## src/isl_pkg.sv

```systemverilog
`default_nettype none
// ----------------------------------------------------------------------------
// isl_pkg - shared types and constants of the indexed shift list
// List depth, field widths, action and status codes, cell opcodes and the
// result record that travels to the output queue.
// ----------------------------------------------------------------------------
package isl_pkg;

    localparam int DEPTH       = 32;
    localparam int MAX_RESULTS = 32;
    localparam int WORD_W      = 32;
    localparam int ACT_W       = 3;
    localparam int POS_W       = 5;
    localparam int CNT_OUT_W   = 6;
    localparam int ST_W        = 2;
    localparam int IDX_W       = $clog2(DEPTH);
    localparam int CNT_W       = $clog2(DEPTH + 1);
    // common width for comparing counts, positions and the result limit
    localparam int CMP_W       = (CNT_W > CNT_OUT_W) ? CNT_W : CNT_OUT_W;

    typedef enum logic [ACT_W-1:0] {
        ACT_APPEND = 3'd0,
        ACT_INSERT = 3'd1,
        ACT_EDIT   = 3'd2,
        ACT_DELETE = 3'd3,
        ACT_LIST   = 3'd4,
        ACT_CLEAR  = 3'd5
    } action_t;

    typedef enum logic [ST_W-1:0] {
        ST_OK    = 2'd0,
        ST_FULL  = 2'd1,
        ST_RANGE = 2'd2,
        ST_EMPTY = 2'd3
    } status_t;

    typedef enum logic [1:0] {
        CELL_HOLD,
        CELL_LOAD,
        CELL_LOWER,
        CELL_UPPER
    } cell_op_t;

    typedef enum logic {
        S_IDLE,
        S_LIST
    } state_t;

    typedef struct packed {
        status_t                status;
        logic signed [WORD_W-1:0] value;
        logic [POS_W-1:0]       position;
        logic [CNT_OUT_W-1:0]   count;
        logic                   last;
    } res_t;

endpackage
`default_nettype wire

```

## src/isl_cell.sv

```systemverilog
`default_nettype none
// ----------------------------------------------------------------------------
// isl_cell - one slot of the shift list
// Holds one word; each cycle it keeps it, loads the new word, or takes the
// word of its lower or upper neighbour.
// ----------------------------------------------------------------------------
module isl_cell (
    input  wire logic                          clk,
    input  wire isl_pkg::cell_op_t             op,
    input  wire logic signed [isl_pkg::WORD_W-1:0] load_word,
    input  wire logic signed [isl_pkg::WORD_W-1:0] lower_word,
    input  wire logic signed [isl_pkg::WORD_W-1:0] upper_word,
    output logic signed [isl_pkg::WORD_W-1:0]      word
);
    import isl_pkg::*;

    logic signed [WORD_W-1:0] word_reg;
    logic signed [WORD_W-1:0] word_next;

    always_comb
    begin
        case (op)
            CELL_HOLD:  word_next = word_reg;
            CELL_LOAD:  word_next = load_word;
            CELL_LOWER: word_next = lower_word;
            CELL_UPPER: word_next = upper_word;
            default:    word_next = word_reg;
        endcase
    end

    // contents are undefined until written, so no reset
    always_ff @(posedge clk)
    begin
        word_reg <= word_next;
    end

    assign word = word_reg;

endmodule
`default_nettype wire

```

## src/isl_out_fifo.sv

```systemverilog
`default_nettype none
// ----------------------------------------------------------------------------
// isl_out_fifo - two-entry result queue
// Output register plus skid slot, so the list can go on while a result waits.
// ----------------------------------------------------------------------------
module isl_out_fifo (
    input  wire logic          clk,
    input  wire logic          rst_n,
    input  wire logic          push,
    input  wire isl_pkg::res_t push_data,
    output logic               full,
    output logic               out_valid,
    input  wire logic          out_stall,
    output isl_pkg::res_t      head
);
    import isl_pkg::*;

    logic [1:0] cnt_reg;
    logic [1:0] cnt_next;
    res_t       head_reg;
    res_t       head_next;
    res_t       tail_reg;
    res_t       tail_next;
    logic       pop;
    logic [1:0] cnt_after;

    always_comb
    begin
        pop       = (cnt_reg != 2'd0) && !out_stall;
        cnt_after = cnt_reg - {1'b0, pop};
        head_next = head_reg;
        tail_next = tail_reg;
        if (pop)
        begin
            head_next = tail_reg;
        end
        if (push)
        begin
            if (cnt_after == 2'd0)
            begin
                head_next = push_data;
            end
            else
            begin
                tail_next = push_data;
            end
        end
        cnt_next = cnt_after + {1'b0, push};
    end

    always_ff @(posedge clk or negedge rst_n)
    begin
        if (!rst_n)
        begin
            cnt_reg <= 2'd0;
        end
        else
        begin
            cnt_reg <= cnt_next;
        end
    end

    always_ff @(posedge clk)
    begin
        head_reg <= head_next;
        tail_reg <= tail_next;
    end

    assign full      = (cnt_reg == 2'd2);
    assign out_valid = (cnt_reg != 2'd0);
    assign head      = head_reg;

endmodule
`default_nettype wire

```

## src/indexed_shift_list.sv

```systemverilog
`default_nettype none
// ----------------------------------------------------------------------------
// indexed_shift_list - ordered list of signed words with insert/delete shift
// A row of cells holds the list; insert and delete move the cells above the
// position by one slot at once. Listing reads one entry a cycle unless q_full.
// ----------------------------------------------------------------------------
//  channel   handshake              payload
//  input     in_valid / in_stall    action, value, position
//  output    out_valid / out_stall  status, value_res, position_res, count, last
//
//  append, insert, edit, delete and clear each give one item.
//  list all gives one item per entry (up to 32), one item each cycle while the
//  output queue is not full; an empty list gives one item.
//  a two-entry output queue takes results; in_stall is high during a listing
//  and while the queue is full.
//  after reset the list is empty; entry contents are undefined until written.
// ----------------------------------------------------------------------------
module indexed_shift_list (
    input  wire logic                            clk,
    input  wire logic                            rst_n,
    input  wire logic                            in_valid,
    output logic                                 in_stall,
    input  wire logic [isl_pkg::ACT_W-1:0]       action,
    input  wire logic signed [isl_pkg::WORD_W-1:0] value,
    input  wire logic [isl_pkg::POS_W-1:0]       position,
    output logic                                 out_valid,
    input  wire logic                            out_stall,
    output logic [isl_pkg::ST_W-1:0]             status,
    output logic signed [isl_pkg::WORD_W-1:0]    value_res,
    output logic [isl_pkg::POS_W-1:0]            position_res,
    output logic [isl_pkg::CNT_OUT_W-1:0]        count,
    output logic                                 last
);
    import isl_pkg::*;

    state_t                   state_reg;
    state_t                   state_next;
    logic [CNT_W-1:0]         fill_reg;
    logic [CNT_W-1:0]         fill_next;
    logic [IDX_W-1:0]         list_idx_reg;
    logic [IDX_W-1:0]         list_idx_next;
    logic [IDX_W-1:0]         list_end_reg;
    logic [IDX_W-1:0]         list_end_next;

    cell_op_t                 ops [DEPTH];
    logic signed [WORD_W-1:0] words [DEPTH];
    logic [IDX_W-1:0]         rd_addr;
    logic signed [WORD_W-1:0] rd_word;

    logic                     accept;
    logic                     push;
    logic                     q_full;
    res_t                     res;
    res_t                     head;
    logic [CMP_W-1:0]         cnt_ext;
    logic [CMP_W-1:0]         pos_ext;
    logic [CMP_W-1:0]         lim;
    logic                     is_full;

    assign cnt_ext  = CMP_W'(fill_reg);
    assign pos_ext  = CMP_W'(position);
    assign is_full  = (cnt_ext >= CMP_W'(DEPTH));
    assign in_stall = (state_reg == S_LIST) || q_full;
    assign accept   = in_valid && !in_stall;
    assign lim      = (cnt_ext > CMP_W'(MAX_RESULTS)) ? CMP_W'(MAX_RESULTS) : cnt_ext;

    // single read port: listing counter or requested position
    assign rd_addr = (state_reg == S_LIST) ? list_idx_reg : pos_ext[IDX_W-1:0];
    assign rd_word = words[rd_addr];

    genvar g;
    generate
        for (g = 0; g < DEPTH; g++)
        begin : g_cell
            logic signed [WORD_W-1:0] lower_w;
            logic signed [WORD_W-1:0] upper_w;
            if (g == 0)
            begin : g_first
                assign lower_w = '0;
            end
            else
            begin : g_mid_lo
                assign lower_w = words[g-1];
            end
            if (g == DEPTH - 1)
            begin : g_top
                assign upper_w = '0;
            end
            else
            begin : g_mid_hi
                assign upper_w = words[g+1];
            end
            isl_cell u_cell (
                .clk        (clk),
                .op         (ops[g]),
                .load_word  (value),
                .lower_word (lower_w),
                .upper_word (upper_w),
                .word       (words[g])
            );
        end
    endgenerate

    always_comb
    begin
        state_next    = state_reg;
        fill_next     = fill_reg;
        list_idx_next = list_idx_reg;
        list_end_next = list_end_reg;
        push          = 1'b0;
        res.status    = ST_OK;
        res.value     = '0;
        res.position  = '0;
        res.last      = 1'b1;
        for (int i = 0; i < DEPTH; i++)
        begin
            ops[i] = CELL_HOLD;
        end

        case (state_reg)
            S_IDLE:
            begin
                if (accept)
                begin
                    case (action)
                        ACT_APPEND:
                        begin
                            push = 1'b1;
                            if (is_full)
                            begin
                                res.status = ST_FULL;
                            end
                            else
                            begin
                                for (int i = 0; i < DEPTH; i++)
                                begin
                                    if (CMP_W'(i) == cnt_ext)
                                    begin
                                        ops[i] = CELL_LOAD;
                                    end
                                end
                                fill_next    = fill_reg + CNT_W'(1);
                                res.value    = value;
                                res.position = POS_W'(cnt_ext);
                            end
                        end
                        ACT_INSERT:
                        begin
                            push         = 1'b1;
                            res.position = position;
                            if (is_full)
                            begin
                                res.status = ST_FULL;
                            end
                            else if (pos_ext > cnt_ext)
                            begin
                                res.status = ST_RANGE;
                            end
                            else
                            begin
                                for (int i = 0; i < DEPTH; i++)
                                begin
                                    if (CMP_W'(i) == pos_ext)
                                    begin
                                        ops[i] = CELL_LOAD;
                                    end
                                    else if (CMP_W'(i) > pos_ext && CMP_W'(i) <= cnt_ext)
                                    begin
                                        ops[i] = CELL_LOWER;
                                    end
                                end
                                fill_next = fill_reg + CNT_W'(1);
                                res.value = value;
                            end
                        end
                        ACT_EDIT:
                        begin
                            push         = 1'b1;
                            res.position = position;
                            if (pos_ext >= cnt_ext)
                            begin
                                res.status = ST_RANGE;
                            end
                            else
                            begin
                                for (int i = 0; i < DEPTH; i++)
                                begin
                                    if (CMP_W'(i) == pos_ext)
                                    begin
                                        ops[i] = CELL_LOAD;
                                    end
                                end
                                res.value = rd_word;
                            end
                        end
                        ACT_DELETE:
                        begin
                            push         = 1'b1;
                            res.position = position;
                            if (pos_ext >= cnt_ext)
                            begin
                                res.status = ST_RANGE;
                            end
                            else
                            begin
                                for (int i = 0; i < DEPTH; i++)
                                begin
                                    if (CMP_W'(i) >= pos_ext
                                        && CMP_W'(i) + CMP_W'(1) < cnt_ext)
                                    begin
                                        ops[i] = CELL_UPPER;
                                    end
                                end
                                fill_next = fill_reg - CNT_W'(1);
                                res.value = rd_word;
                            end
                        end
                        ACT_LIST:
                        begin
                            if (cnt_ext == '0)
                            begin
                                push       = 1'b1;
                                res.status = ST_EMPTY;
                            end
                            else
                            begin
                                state_next    = S_LIST;
                                list_idx_next = '0;
                                list_end_next = IDX_W'(lim - CMP_W'(1));
                            end
                        end
                        ACT_CLEAR:
                        begin
                            push      = 1'b1;
                            fill_next = '0;
                        end
                        default:
                        begin
                            // unused codes give no result
                            push = 1'b0;
                        end
                    endcase
                end
            end
            S_LIST:
            begin
                if (!q_full)
                begin
                    push         = 1'b1;
                    res.value    = rd_word;
                    res.position = POS_W'(CMP_W'(list_idx_reg));
                    res.last     = (list_idx_reg == list_end_reg);
                    if (list_idx_reg == list_end_reg)
                    begin
                        state_next = S_IDLE;
                    end
                    else
                    begin
                        list_idx_next = list_idx_reg + IDX_W'(1);
                    end
                end
            end
            default:
            begin
                state_next = S_IDLE;
            end
        endcase

        res.count = CNT_OUT_W'(CMP_W'(fill_next));
    end

    always_ff @(posedge clk or negedge rst_n)
    begin
        if (!rst_n)
        begin
            state_reg    <= S_IDLE;
            fill_reg     <= '0;
            list_idx_reg <= '0;
            list_end_reg <= '0;
        end
        else
        begin
            state_reg    <= state_next;
            fill_reg     <= fill_next;
            list_idx_reg <= list_idx_next;
            list_end_reg <= list_end_next;
        end
    end

    isl_out_fifo u_out_fifo (
        .clk       (clk),
        .rst_n     (rst_n),
        .push      (push),
        .push_data (res),
        .full      (q_full),
        .out_valid (out_valid),
        .out_stall (out_stall),
        .head      (head)
    );

    assign status       = head.status;
    assign value_res    = head.value;
    assign position_res = head.position;
    assign count        = head.count;
    assign last         = head.last;

endmodule
`default_nettype wire

```

## config.mk

```make
export PLATFORM = sky130hd
export DESIGN_NAME = indexed_shift_list
export DESIGN_NICKNAME = d
export VERILOG_FILES = /design/src/isl_pkg.sv /design/src/isl_cell.sv /design/src/isl_out_fifo.sv /design/src/indexed_shift_list.sv
export SDC_FILE = /design/constraint.sdc
export NUM_CORES = 2
export LEC_CHECK = 0
export BUFFER_PORTS_ARGS = -buffer_cell sky130_fd_sc_hd__buf_2
export CAP_MARGIN = 15
export CORE_ASPECT_RATIO = 1.1
export CORE_MARGIN = 1.5
export CORE_UTILIZATION = 35
export DETAILED_ROUTE_END_ITERATION = 8
export PLACE_DENSITY = 0.61
export SYNTH_ARGS = -nofsm -noshare
export SYNTH_HDL_FRONTEND = slang
export SYNTH_SLANG_ARGS = --single-unit
```

## constraint.sdc

```tcl
create_clock -name clk -period 9 [get_ports clk]
set_clock_uncertainty 0.15 [all_clocks]
set_input_delay 1.8 -clock clk [delete_from_list [all_inputs] [get_ports clk]]
set_output_delay 1.8 -clock clk [all_outputs]
set_load 0.02 [all_outputs]
```

# [Word level (Yosys, flattened, before mapping)]
# Cells that the tools add are included.
[totals] reg_bits=1135 word_cells=720
[classes] addsub=6 order_cmp=133 n_eq_ne=170 muxes=249 bitwise=4 n_reduce_logical=111
[op_table] cell="$pmux 32 s3" count=32
[op_table] cell="$mux 64" count=5
[op_table] cell="$pmux 64 s4" count=1
[op_table] cell="$mux 2" count=101
[op_table] cell="$bmux 32 s5" count=1
[op_table] cell="$mux 32" count=5
[op_table] cell="$mux 46" count=3
[op_table] cell="$eq 2x2->1 const B" count=65
[op_table] cell="$mux 63" count=2
[op_table] cell="$pmux 37 s3" count=1
[op_table] cell="$eq 5x6->1 const A" count=16
[op_table] cell="$le 5x6->1 const A" count=16
[op_table] cell="$lt 5x6->1 const A" count=16
[op_table] cell="$eq 5x5->1 const A" count=16
[op_table] cell="$ge 5x5->1 const A" count=16
[op_table] cell="$gt 5x5->1 const A" count=16
[op_table] cell="$mux 1" count=75
[op_table] cell="$mux 37" count=2
[op_table] cell="$pmux 37 s2" count=1
[op_table] cell="$logic_and 1x1->1" count=66
[op_table] cell="$logic_not 2->1" count=33
[op_table] cell="$eq 2x1->1 const B" count=32
[op_table] cell="$eq 4x6->1 const A" count=8
[op_table] cell="$le 4x6->1 const A" count=8
[op_table] cell="58 further kinds" count=136

# [Logic depth before layout (Yosys ltp)]
[logic_depth] word_depth=11 ltp_mapped=15 depth_no_buf=11

# [Modules after synthesis]
# From an unflattened synthesis, not the netlist that was laid out.
[unflattened] hier_cells=7297 area_unflattened_um2=74630.3
[modules_own_cells] module="isl_cell" n_inst=32 cells_each=140 area_each_um2=1672.9 seq_area_each_um2=960.9
[modules_own_cells] module="indexed_shift_list" n_inst=1 cells_each=2550 area_each_um2=16986.3 seq_area_each_um2=425.4
[modules_own_cells] module="isl_out_fifo" n_inst=1 cells_each=267 area_each_um2=4112.7 seq_area_each_um2=2352.3

# [Worst setup path before layout]
# Ideal clock, no wire load.
[synth_timing] path_type="in2reg" startpoint="in position[0] in the netlist's numbering" endpoint="reg g_cell[16].u_cell.word_reg[0] (enable)" setup_ps=466 arrival_time_ps=6412 slack_ps=1972 path_stages=13 cell_sequence="buf_2 -> buf_2 -> inv_1 -> ha_1 -> and2_1 -> o31a_1 -> buf_2 -> nor4_1 -> a22oi_1 -> and2_1 -> clkbuf_1 -> buf_2 -> o21ai_0"
[synth_via] elab_chain_len=10 elab_cells_between_ends=19
[synth_lines] element="from (decl)" line="indexed_shift_list.sv:25" text="input wire logic [isl_pkg::POS_W-1:0] position,"
[synth_lines] element="$gt 5x5->1" line="indexed_shift_list.sv:167" text="else if (CMP_W'(i) > pos_ext && CMP_W'(i) <= cnt_ext)"
[synth_lines] element="$logic_and 1x1->1" line="indexed_shift_list.sv:167"
[synth_lines] element="$mux 2" line="indexed_shift_list.sv:167"
[synth_lines] element="$mux 2" line="indexed_shift_list.sv:163" text="if (CMP_W'(i) == pos_ext)"
[synth_lines] element="$mux 64" line="indexed_shift_list.sv:155" text="else if (pos_ext > cnt_ext)"
[synth_lines] element="$mux 64" line="indexed_shift_list.sv:151" text="if (is_full)"
[synth_lines] element="$pmux 64 s4 *" line="indexed_shift_list.sv:125" text="case (action)"
[synth_lines] element="$mux 64 *" line="indexed_shift_list.sv:123" text="if (accept)"
[synth_lines] element="$mux 64 *" line="indexed_shift_list.sv:120" text="case (state_reg)"
[synth_lines] element="$logic_not 2->1 *" line="isl_cell.sv:22" text="case (op)"
[synth_lines] element="to (signal assigned)" line="isl_cell.sv:34" text="word_reg <= word_next;"
[synth_lines] element="to (decl)" line="isl_cell.sv:17" text="logic signed [WORD_W-1:0] word_reg;"
# Mark *: on every way between the ends. The rest lies on a longest branch, timed or not.
# A chain may end at the register's enable or synchronous reset.

# [Worst setup path after layout]
[layout_timing] startpoint="in position[3] in the netlist's numbering" endpoint="reg g_cell[2].u_cell.word_reg[7] (data pin)"
[layout_via] elab_chain_len=11 elab_cells_between_ends=22
[layout_lines] element="$gt 2x5->1" line="indexed_shift_list.sv:167"
[layout_lines] element="$logic_and 1x1->1" line="indexed_shift_list.sv:167"
[layout_lines] element="$mux 2" line="indexed_shift_list.sv:167"
[layout_lines] element="$mux 2" line="indexed_shift_list.sv:163"
[layout_lines] element="$mux 64" line="indexed_shift_list.sv:155"
[layout_lines] element="$mux 64" line="indexed_shift_list.sv:151"
[layout_lines] element="$pmux 64 s4 *" line="indexed_shift_list.sv:125"
[layout_lines] element="$mux 64 *" line="indexed_shift_list.sv:123"
[layout_lines] element="$mux 64 *" line="indexed_shift_list.sv:120"
[layout_lines] element="$eq 2x2->1 or $eq 2x1->1 (tied branches)" line="isl_cell.sv:22"
[layout_lines] element="$pmux 32 s3 *" line="isl_cell.sv:22"
[layout_lines] element="named net g_cell[2].u_cell.word_next[7]" line="isl_cell.sv:18" text="logic signed [WORD_W-1:0] word_next;"
[layout_lines] element="to (signal assigned)" line="isl_cell.sv:34"
[layout_lines] element="to (decl)" line="isl_cell.sv:17"
# Mark *: on every way through the listed nets, which the timed path passes. The rest lies on a longest branch.

==> run metrics <==
status=completed; mean post-synth cell area=about 8.6 µm²; clock network fraction of design power=between 30 and 40%; r2r setup slk=about 3 ns; Pleak=0.02769 µW; H-tree levels=4; Post-synth EDFFs=around 1,100; P_sw=6974 µW; CTS buffer count=around 140; Worst-path clk slew=0.06 ns; GRT Resource Usage Total=between 30 and 40%; Initial Util=a little over a third; # IOs=92; Comb power frac=32.8%; Worst Setup Start Kind=input pin; Period Utilization, post-route=around 70%; Fin Hold WS=~0.38 ns; slowest cell delay on critical path=about 1 ns; Die Height=464.6 µm; proportion of layout cells with a drive suffix above 1=roughly a tenth; CTS tree=yes; hold_buf cts=0; Max-slew headroom=13.34%; worst hold path type=reg -> reg; sequential share of the synthesized area=49.46%; synthesized area=slightly below 70,000 µm²; layout overhead on the synthesized area=11.23%; Resized cells post-CTS=0; reg2reg path depth=10; GRT overflow=0; Pwr Density=~230 nW/µm²; CTS max path bufs=3; iteration-0 DRC count of the detailed router=between 9,000 and 10,000; final setup vio count=0; Worst EP arrival=6.62 ns; clk root buf=clkbuf_16; DPL Wire Length=between 200 and 250 mm; Via density=6.160; clk_lat worst skew=0.82 ns; critical path required time=9.39 ns; DIE WIDTH=~420 µm; Synth async-reset ratio=1.674%; Core Util, Final=between 30% and 40%; switching share of power=between 30% and 40%; antenna viol nets, final=0; DRT Pass-1 Iters=9; final setup TNS=0 ns; final net count=7,655; synthesis warning total=0; FP Rows=around 170; wire per inst=30.16 µm; MaxCap Viol Count=0; Largest register FFs=roughly 1,000; final instance area=roughly 75,000 µm²; internal power=10,540 µW; min Tclk post-route=between 6 and 7 ns; number of global-route vias before repair=59,190; VDD IR max=between 0.1 and 0.15 mV; Synthesized Nets=around 8,000; hold depth=2; drt total wl=~310 mm; final hold vios=0; Vias=approximately 63,000; Post-Syn Instances=approximately 7,900; crit path max-delay cell type=nor2_4; commonest non-fill, non-tap cell in the layout=nand2_1; CP endpoint kind=flip-flop; critical path fanouts, max=34; global-route wire length before repair=437.4 mm; Seq pwr share=36.1%; largest net degree at the start of global routing=between 100 and 150; commonest register cell after synthesis=edfxtp_1; Fmax=160.7 MHz; core area=~190,000 µm²; GP Congestion=about 1; Post-DP Area=70,950 µm²; unrepaired setup endpoints after global routing=false; Seq cells post-synth=1,135; number of antenna violations at the first check in global routing=24; critical setup path kind=in -> reg; Cell Chain, Critical Path=buf_2 -> ha_1 -> a211oi_1 -> or3_1 -> nand3_1 -> buf_4 -> nor4_1 -> a31oi_1 -> nor2_4 -> mux2_2; die footprint=slightly below 200,000 µm²; Netlist cell types=92; Sink Count=about 1,100; DRC viols=0; Post-CTS Setup Inserts=0; Worst-Margin Slew=around 1.3 ns; commonest non-fill, non-tap cells in the layout=nand2_1, edfxtp_1, nor2_1; Slew Limit Fails=0; IO Port Bufs=91
-- final cells by class --
type                    instances  area, µm²
diodes                         12      30.03
clock inverters                79      664.4
flip-flops and latches       1135      33530
repair buffers                295       2247
clock buffers                 166       3588
well taps                    2565       3209
multi-input cells            6011      32050
fillers                     19330     117200
inverters                      18      67.56
-- final timing paths --
check / startpoint / endpoint
worst max-delay path: position[3] / g_cell[2].u_cell.word[7]
worst min-delay path: u_out_fifo.head[44] / u_out_fifo.head[44]
worst max register to register: cnt_ext[2] / g_cell[2].u_cell.word[7]
worst min register to register: u_out_fifo.head[44] / u_out_fifo.head[44]
max in group asynchronous: rst_n / cnt_ext[2]
min in group asynchronous: rst_n / cnt_ext[1]
-- power by group through the flow --
stage / clock [µW] / combinational (µW) / sequential, µW
2_1_floorplan: 0 / 2940 / 6460
3_3_place_gp: 0 / 5460 / 6420
3_5_place_dp: 0 / 5500 / 6430
4_1_cts: 5460 / 5510 / 6320
5_1_grt: 5660 / 5940 / 6350
6_report: 5440 / 5750 / 6320
-- routing by layer --
layer	track usage, %	vias up	wire [µm]
met1	37.76	30600	112800
met5	0	-	137
met2	45.35	4231	132900
met3	7.700	963	35330
li1	-	27520	-
met4	24.24	18	28870
-- cells in the mapped netlist (all sizes together), types with 5 or more instances --
library cell,number,area (µm²)
a211o,5,43.79
a211oi,15,140.1
a21boi,5,37.53
a21o,9,67.56
a21oi,320,1628
a221o,34,340.3
a221oi,8,88.83
a22o,67,586.8
a31oi,733,4592
a32oi,5,43.79
and2,24,150.1
and3,8,50.05
buf,178,888.4
clkbuf,575,2158
dfrtp,19,475.5
dfxtp,46,920.9
edfxtp,1070,32130
ha,14,175.2
inv,17,63.81
mux2,227,2556
mux2i,268,2683
nand2,2456,9219
nand2b,8,50.05
nand3,419,2097
nand4,171,1070
nor2,865,3249
nor2b,13,81.33
nor3,36,205.2
nor4,11,75.07
o211ai,7,67.57
o21a,13,97.59
o21ai,160,804.5
o22ai,10,62.56
o32ai,5,43.79
or2,9,56.31
or3,7,43.79
xnor2,8,70.07
-- kinds of logic after synthesis --
logic type,count (synthesis),share of synthesized area (%)
simple gates,4045,24.35
compound gates,1445,13.45
mux,495,7.729
xor+xnor,12,0.1551
flops,1135,49.46
buf+inv,771,4.595
fa+ha+maj,14,0.2584
-- critical path: cells and delay by family --
kind,cells,cell delay (ns)
and+or+nand+nor,4,2.41
buffers and inverters,2,0.78
AOI/OAI and AO/OA,2,0.69
muxes,1,0.43
adders and majority gates,1,0.41
-- through the flow --
step	setup slack [ns]	cells	power, µW
floorplan	1.972	7917	9404
global placement	2.134	10020	11880
detailed placement	2.128	10020	11930
CTS	2.957	10260	17300
global route	2.669	10270	17950
finish	2.779	10280	17520
Note: power is estimated with default switching activity, not from simulation.
